--- config.mk ---
export PLATFORM = sky130hd
export DESIGN_NAME = four_channel_iir_lowpass_unit
export DESIGN_NICKNAME = d
export VERILOG_FILES = /design/src/sv/fcil_pkg.sv /design/src/sv/four_channel_iir_lowpass_unit.sv /design/src/sv/fcil_datapath.sv /design/src/sv/fcil_state.sv
export SDC_FILE = /design/constraint.sdc
export NUM_CORES = 2
export LEC_CHECK = 0
export BUFFER_PORTS_ARGS = -buffer_cell sky130_fd_sc_hd__buf_2
export CELL_PAD_IN_SITES_DETAIL_PLACEMENT = 0
export CELL_PAD_IN_SITES_GLOBAL_PLACEMENT = 1
export CORE_MARGIN = 10
export CORE_UTILIZATION = 35
export CTS_BUF_LIST = sky130_fd_sc_hd__clkbuf_8
export CTS_CLUSTER_SIZE = 28
export DETAILED_ROUTE_END_ITERATION = 10
export PLACE_DENSITY = 0.69
export SYNTH_ARGS = -nofsm -noshare
export SYNTH_HDL_FRONTEND = slang
export SYNTH_HIERARCHICAL = 1
export SYNTH_SLANG_ARGS = --single-unit
--- constraint.sdc ---
create_clock -name clk -period 41.2 [get_ports clk]
set_input_delay 12.36 -clock clk [delete_from_list [all_inputs] [get_ports clk]]
set_output_delay 12.36 -clock clk [all_outputs]
set_load 0.03 [all_outputs]
--- src/sv/fcil_pkg.sv ---
// Package for the four-channel IIR low-pass unit.
// Holds coefficient reset values, register indexes, the channel state type
// and the saturating Q-format arithmetic helpers. No dependencies.
package fcil_pkg;

    localparam int SAMPLE_W = 16;
    localparam int CHAN_W   = 2;
    localparam int DATA_W   = 32;
    localparam int COEFF_W  = 16;
    localparam int FRAC_SH  = 15;

    localparam logic signed [COEFF_W-1:0] FB_COEFF_RESET = 16'sh7EAB;
    localparam logic signed [DATA_W-1:0]  IN_GAIN_RESET  = 32'sh00AAB172;

    typedef logic [0:0] cfg_index_t;

    typedef enum logic [0:0] {
        REG_FEEDBACK_COEFF = 1'b0,
        REG_INPUT_GAIN     = 1'b1
    } cfg_reg_t;

    typedef struct packed {
        logic signed [DATA_W-1:0] kx;
        logic signed [DATA_W-1:0] y;
    } chan_state_t;

    function automatic logic signed [DATA_W-1:0] sat_to_32(input logic signed [DATA_W:0] v);
        logic signed [DATA_W-1:0] r;
        if (v[DATA_W] != v[DATA_W-1])
        begin
            r = v[DATA_W] ? {1'b1, {(DATA_W-1){1'b0}}} : {1'b0, {(DATA_W-1){1'b1}}};
        end
        else
        begin
            r = v[DATA_W-1:0];
        end
        return r;
    endfunction

    function automatic logic signed [DATA_W-1:0] sat_add(input logic signed [DATA_W-1:0] a,
                                                         input logic signed [DATA_W-1:0] b);
        logic signed [DATA_W:0] s;
        s = {a[DATA_W-1], a} + {b[DATA_W-1], b};
        return sat_to_32(s);
    endfunction

    // Q31 x Q15, floor shift by 15, saturate
    function automatic logic signed [DATA_W-1:0] mul_q31_q15(input logic signed [DATA_W-1:0] a,
                                                             input logic signed [COEFF_W-1:0] b);
        logic signed [DATA_W+COEFF_W-1:0] p;
        logic signed [DATA_W:0]           q;
        p = a * b;
        q = p[DATA_W+COEFF_W-1:FRAC_SH];
        return sat_to_32(q);
    endfunction

endpackage

--- src/sv/four_channel_iir_lowpass_unit.sv ---
// Top level of the four-channel first-order IIR low-pass unit.
// Uses fcil_pkg, fcil_state and fcil_datapath.
//
// Usage:
//   Input channel (in_valid/in_stall) carries a Q15 sample and a channel number.
//   Output channel (out_valid/out_stall) returns one Q31 result per transfer:
//   y = K*(x + x_prev) + a1*y_prev, products and sums saturated to 32 bits.
//   A channel number at or above NUM_CHANNELS returns 0 and leaves state alone.
//   Config channel (cfg_valid/cfg_ready) writes feedback_coeff (index 0, Q15)
//   or input_gain (index 1, Q31); cfg_ready is always high. Write only when idle.
//   Throughput: one item per cycle while out_stall is low; each item passes
//   through the input register, then the result register. The filter update is
//   combinational between the two, and a channel's state is written at the same
//   edge as the result, so the same channel may repeat at once.
//   Reset clears all channel state and loads the coefficient reset values.
//   When the receiver stalls, the result is held; one more item is taken into
//   the input register, then in_stall rises until the result is taken.
module four_channel_iir_lowpass_unit
#(
    parameter int unsigned NUM_CHANNELS = 4
)
(
    input  logic                clk,
    input  logic                rst_n,
    input  logic                in_valid,
    output logic                in_stall,
    input  logic signed [15:0]  sample,
    input  logic [1:0]          channel,
    output logic                out_valid,
    input  logic                out_stall,
    output logic signed [31:0]  filtered,
    input  logic                cfg_valid,
    output logic                cfg_ready,
    input  fcil_pkg::cfg_index_t cfg_index,
    input  logic [31:0]         cfg_data
);
    import fcil_pkg::*;

    logic signed [COEFF_W-1:0] feedback_coeff_reg;
    logic signed [COEFF_W-1:0] feedback_coeff_next;
    logic signed [DATA_W-1:0]  input_gain_reg;
    logic signed [DATA_W-1:0]  input_gain_next;

    logic                      s1_valid_reg;
    logic                      s1_valid_next;
    logic signed [SAMPLE_W-1:0] sample_reg;
    logic [CHAN_W-1:0]         channel_reg;

    logic                      out_valid_reg;
    logic                      out_valid_next;
    logic signed [DATA_W-1:0]  filtered_reg;
    logic signed [DATA_W-1:0]  filtered_next;

    logic                      out_free;
    logic                      load;
    logic                      accept;
    logic                      present;
    chan_state_t               prev_state;
    chan_state_t               new_state;

    assign cfg_ready = 1'b1;

    always_comb
    begin
        feedback_coeff_next = feedback_coeff_reg;
        input_gain_next     = input_gain_reg;
        if (cfg_valid)
        begin
            unique case (cfg_index)
                REG_FEEDBACK_COEFF: feedback_coeff_next = cfg_data[COEFF_W-1:0];
                REG_INPUT_GAIN:     input_gain_next     = cfg_data;
            endcase
        end
    end

    always_ff @(posedge clk or negedge rst_n)
    begin
        if (!rst_n)
        begin
            feedback_coeff_reg <= FB_COEFF_RESET;
            input_gain_reg     <= IN_GAIN_RESET;
        end
        else
        begin
            feedback_coeff_reg <= feedback_coeff_next;
            input_gain_reg     <= input_gain_next;
        end
    end

    assign out_free = !out_valid_reg || !out_stall;
    assign load     = s1_valid_reg && out_free;
    assign in_stall = s1_valid_reg && !out_free;
    assign accept   = in_valid && !in_stall;

    always_comb
    begin
        s1_valid_next = s1_valid_reg;
        if (accept)
        begin
            s1_valid_next = 1'b1;
        end
        else if (load)
        begin
            s1_valid_next = 1'b0;
        end

        out_valid_next = out_valid_reg && out_stall;
        if (load)
        begin
            out_valid_next = 1'b1;
        end

        filtered_next = present ? new_state.y : '0;
    end

    always_ff @(posedge clk or negedge rst_n)
    begin
        if (!rst_n)
        begin
            s1_valid_reg  <= 1'b0;
            out_valid_reg <= 1'b0;
        end
        else
        begin
            s1_valid_reg  <= s1_valid_next;
            out_valid_reg <= out_valid_next;
        end
    end

    always_ff @(posedge clk)
    begin
        if (accept)
        begin
            sample_reg  <= sample;
            channel_reg <= channel;
        end
        if (load)
        begin
            filtered_reg <= filtered_next;
        end
    end

    fcil_state #(
        .NUM_CHANNELS(NUM_CHANNELS)
    ) u_state (
        .clk     (clk),
        .rst_n   (rst_n),
        .channel (channel_reg),
        .wr_en   (load && present),
        .wr_data (new_state),
        .rd_data (prev_state),
        .present (present)
    );

    fcil_datapath u_datapath (
        .sample         (sample_reg),
        .feedback_coeff (feedback_coeff_reg),
        .input_gain     (input_gain_reg),
        .prev           (prev_state),
        .next           (new_state)
    );

    assign out_valid = out_valid_reg;
    assign filtered  = filtered_reg;

    a_stall_means_full: assert property (@(posedge clk) disable iff (!rst_n)
        in_stall |-> (s1_valid_reg && out_valid_reg && out_stall))
        else $error("input stalled while a stage is free");

    a_held_item_kept: assert property (@(posedge clk) disable iff (!rst_n)
        (s1_valid_reg && !out_free) |=> s1_valid_reg)
        else $error("held input item lost");

    a_absent_channel_zero: assert property (@(posedge clk) disable iff (!rst_n)
        (load && !present) |=> (out_valid && filtered == '0))
        else $error("absent channel gave nonzero result");

    a_load_sets_valid: assert property (@(posedge clk) disable iff (!rst_n)
        load |=> out_valid)
        else $error("result transfer not presented");

endmodule

--- src/sv/fcil_datapath.sv ---
// Filter arithmetic for one sample: two products and two saturating adds.
// Purely combinational; depends on fcil_pkg.
module fcil_datapath
(
    input  logic signed [15:0]   sample,
    input  logic signed [15:0]   feedback_coeff,
    input  logic signed [31:0]   input_gain,
    input  fcil_pkg::chan_state_t prev,
    output fcil_pkg::chan_state_t next
);
    import fcil_pkg::*;

    logic signed [DATA_W-1:0] kx;
    logic signed [DATA_W-1:0] fb;
    logic signed [DATA_W-1:0] fb_sum;

    always_comb
    begin
        kx     = mul_q31_q15(input_gain, sample);
        fb     = mul_q31_q15(prev.y, feedback_coeff);
        fb_sum = sat_add(fb, prev.kx);
        next.kx = kx;
        next.y  = sat_add(kx, fb_sum);
    end

endmodule

--- src/sv/fcil_state.sv ---
// Per-channel filter state: K*x_prev and y_prev for each channel.
// Selects the addressed channel and updates it on write; depends on fcil_pkg.
module fcil_state
#(
    parameter int unsigned NUM_CHANNELS = 4
)
(
    input  logic                  clk,
    input  logic                  rst_n,
    input  logic [1:0]            channel,
    input  logic                  wr_en,
    input  fcil_pkg::chan_state_t wr_data,
    output fcil_pkg::chan_state_t rd_data,
    output logic                  present
);
    import fcil_pkg::*;

    chan_state_t state_reg [NUM_CHANNELS];

    always_comb
    begin
        rd_data = '0;
        present = (int'(channel) < int'(NUM_CHANNELS));
        for (int i = 0; i < int'(NUM_CHANNELS); i++)
        begin
            if (int'(channel) == i)
            begin
                rd_data = state_reg[i];
            end
        end
    end

    always_ff @(posedge clk or negedge rst_n)
    begin
        if (!rst_n)
        begin
            for (int i = 0; i < int'(NUM_CHANNELS); i++)
            begin
                state_reg[i] <= '0;
            end
        end
        else
        begin
            for (int i = 0; i < int'(NUM_CHANNELS); i++)
            begin
                if (wr_en && int'(channel) == i)
                begin
                    state_reg[i] <= wr_data;
                end
            end
        end
    end

endmodule

==> qor.yml <==
yosys:
  synth.avg_cell_area_um2: 10.1
  ys_ff_latch: 356
  ys_types: 78
  synth_warnings: 6
  synthCells: 5257
  syn_area_um2: 53000
  syn_nets: 6574
  async_reset_ff_share_pct: 86.0
  synth_edf_count: 50
  seq_area_frac_synth_pct: 17.3
  ys.flop_type: "dfrtp_1"
routing:
  ant_nets: 0
  drt_iter0_drc: 2022
  drc_errors: 0
  vias: 36102
  vias_per_cell: 4.95
  routed_wl_um: 141000
  wire_per_inst_um: 19.3
  first_pass_iters: 5
setup_path:
  crit_chain: "buf_2 > nand3_1 > inv_1 > buf_2"
  slowest_stage: "buf_2"
  crit_path_frequent_cell: "buf_2"
  crit_path_start_kind: "input port"
  r2r_start: "channel_reg[0]$_DFFE_PP_"
  max_stage_delay_ns: 0.19
  cp_top_family: "buffers and inverters"
  required_ns: 28.84
  reg2reg_slack_ns: 23.56
  reg2reg_depth: 50
  startpoint: "out_stall"
  cp_max_fo: 3
  crit_arrival_ns: 12.80
  worst-path-buf-inv: 3
  cp-end-kind: "primary output"
  r2r-end: "u_state/state_reg[8]$_DFFE_PN0P_"
  critical_path_depth: 4
  worstSetupEndpoint: "in_stall"
  path_class: "input port to primary output"
floorplanning:
  initial_utilization_pct: 35.3
  ioPinCount: 91
  dieArea_um2: 167000
  dieWidth_um: 409
  num_rows: 142
  die_h_um: 409
  core_um2: 150000
grt:
  grt_max_degree: 89
  grt.overflow.total: 0
  grt_pass1_wl_um: 229000
  grt_pass1_vias: 40211
  grt_util_all_layers_pct: 17.2
  antenna_found_initial: 11
sta:
  min_period_over_period_pct: 61.1
  drv_slew: 0
  period_needed_ns: 25.16
  rsz0062_at_grt: "no"
  fin_skew_ns: 0.0765
  hold_violations: 0
  tightest_slew_ns: 1.12
  setup_viol: 0
  fin_tns_setup_ns: 0
  max_freq_ghz: 0.0398
  relSlewSlack_pct: 24.7
worst_hold_path:
  hold_class: "register to register"
clock_tree:
  cts_sinks: 356
  post_cts_resized: 0
  clkTransAtPathRegs_ns: 0.06
  cts_root_buf: "clkbuf_8"
  post_cts_buffers: 0
  cts_tree: "built"
  htree_levels: 3
  insertion_delay_ns: 0.74
  cts_buffer_depth: 3
  cts_hold_buf: 0
  numCtsBuffers: 68
layout:
  multi_input_area_um2: 38700
  area_delta_synth_final_pct: 7.05
  layout-drive-gt1-share_pct: 12.3
  register_area_um2: 9190
  nets: 6543
  largest_reg_flops: 256
  nFillCells: 14985
flow_run:
  drv_cap: 0
placed_design:
  portBuffers: 89
  gp_congestion: 0.837
  dp_hpwl_um: 107000
status:
  status: "finished clean"
==> cell type report <==
cell class                      count  share of cell area [%]
Timing Repair Buffer              142                    1.50
Sequential cell                   356                    16.2
Antenna cell                        1                 0.00441
Inverter                         1073                    7.10
Multi-Input combinational cell   3585                    68.2
Clock buffer                       77                    1.87
Clock inverter                     44                   0.723
Tap cell                         2016                    4.45
==> worst reg2reg max path: cells and delay by family (launching register included) <==
family / cells / cell delay (ns)
compound gates: 20 / 6.34
xor+xnor: 1 / 0.19
fa+ha+maj: 10 / 4.34
buf+inv: 8 / 1.89
flops: 1 / 0.32
mux: 3 / 1.61
simple gates: 8 / 2.82
==> cells in the mapped netlist (64+ instances only) <==
| master | n | area share, % |
|---|---|---|
| inv_1 | 1073 | 7.6 |
| fa_1 | 972 | 37 |
| nand2_1 | 672 | 4.8 |
| and2_1 | 391 | 4.6 |
| ha_1 | 289 | 6.8 |
| mux2_2 | 287 | 6.1 |
| dfrtp_1 | 283 | 13 |
| clkbuf_1 | 181 | 1.3 |
| a21oi_1 | 139 | 1.3 |
| o21ai_0 | 122 | 1.2 |
| nor2_1 | 92 | 0.65 |
| xnor2_1 | 81 | 1.3 |
| mux4_2 | 64 | 2.7 |
==> routing by layer <==
metal,global-route usage (%),part of all wire (%),up-vias,routed length (um)
met5,0,0.017,-,24
met4,4.57,2.4,4,3330
met3,2.10,4.4,182,6220
met2,30.2,50,734,70800
met1,22.4,43,19051,60700
li1,-,-,16131,-
==> cells by family after synthesis <==
group | count (synthesis) | share of synthesized area (%)
and+or+nand+nor | 1338 | 12.2
other | 2 | 0.0142
buffers and inverters | 1316 | 9.74
xor gates and xnor gates | 131 | 2.18
AOI/OAI and AO/OA | 473 | 5.55
adders and majority gates | 1268 | 43.7
muxes | 373 | 9.35
DFF | 356 | 17.3
==> how the worst min path moves through the flow <==
stage / endpoint / depth (start not counted) / startpoint
after floorplan: u_state/state_reg[10]$_DFFE_PN0P_ / 1 / u_state/state_reg[10]$_DFFE_PN0P_
after global placement: u_state/state_reg[9]$_DFFE_PN0P_ / 1 / u_state/state_reg[9]$_DFFE_PN0P_
after detailed placement: u_state/state_reg[118]$_DFFE_PN0P_ / 1 / u_state/state_reg[118]$_DFFE_PN0P_
after CTS: u_state/state_reg[119]$_DFFE_PN0P_ / 1 / u_state/state_reg[119]$_DFFE_PN0P_
after global routing: u_state/state_reg[53]$_DFFE_PN0P_ / 1 / u_state/state_reg[53]$_DFFE_PN0P_
final: u_state/state_reg[93]$_DFFE_PN0P_ / 1 / u_state/state_reg[93]$_DFFE_PN0P_
==> stage by stage <==
step | setup slack, ns | utilization [%] | hold WS, ns | cell area [um2] | std cells
2_1_floorplan | 16.18 | - | 0.459 | 53000 | 5257
3_3_place_gp | 15.98 | 36.8 | 0.472 | 55300 | 7172
3_5_place_dp | 16.03 | 36.8 | 0.487 | 55300 | 7172
4_1_cts | 16.03 | 37.8 | 0.498 | 56700 | 7293
5_1_grt | 16.00 | 37.8 | 0.509 | 56700 | 7294
6_report | 16.04 | 37.8 | 0.498 | 56700 | 7294
==> cells in the final DEF, fill, tap and decap left out, drive strengths merged, types with 57 or more instances in the layout <==
master and count:
a21oi 140, o21ai 138, a21o 59, nand2 674, inv 1095, nor2 93
dfrtp 283, xnor2 82, mux4 64, ha 289, mux2 304, clkbuf 77
and2 391, buf 142, fa 972, nand2b 57
Power is left out: the tool's default activity adds up to more than one toggle a clock period on the data nets, which glitch-free logic cannot reach.
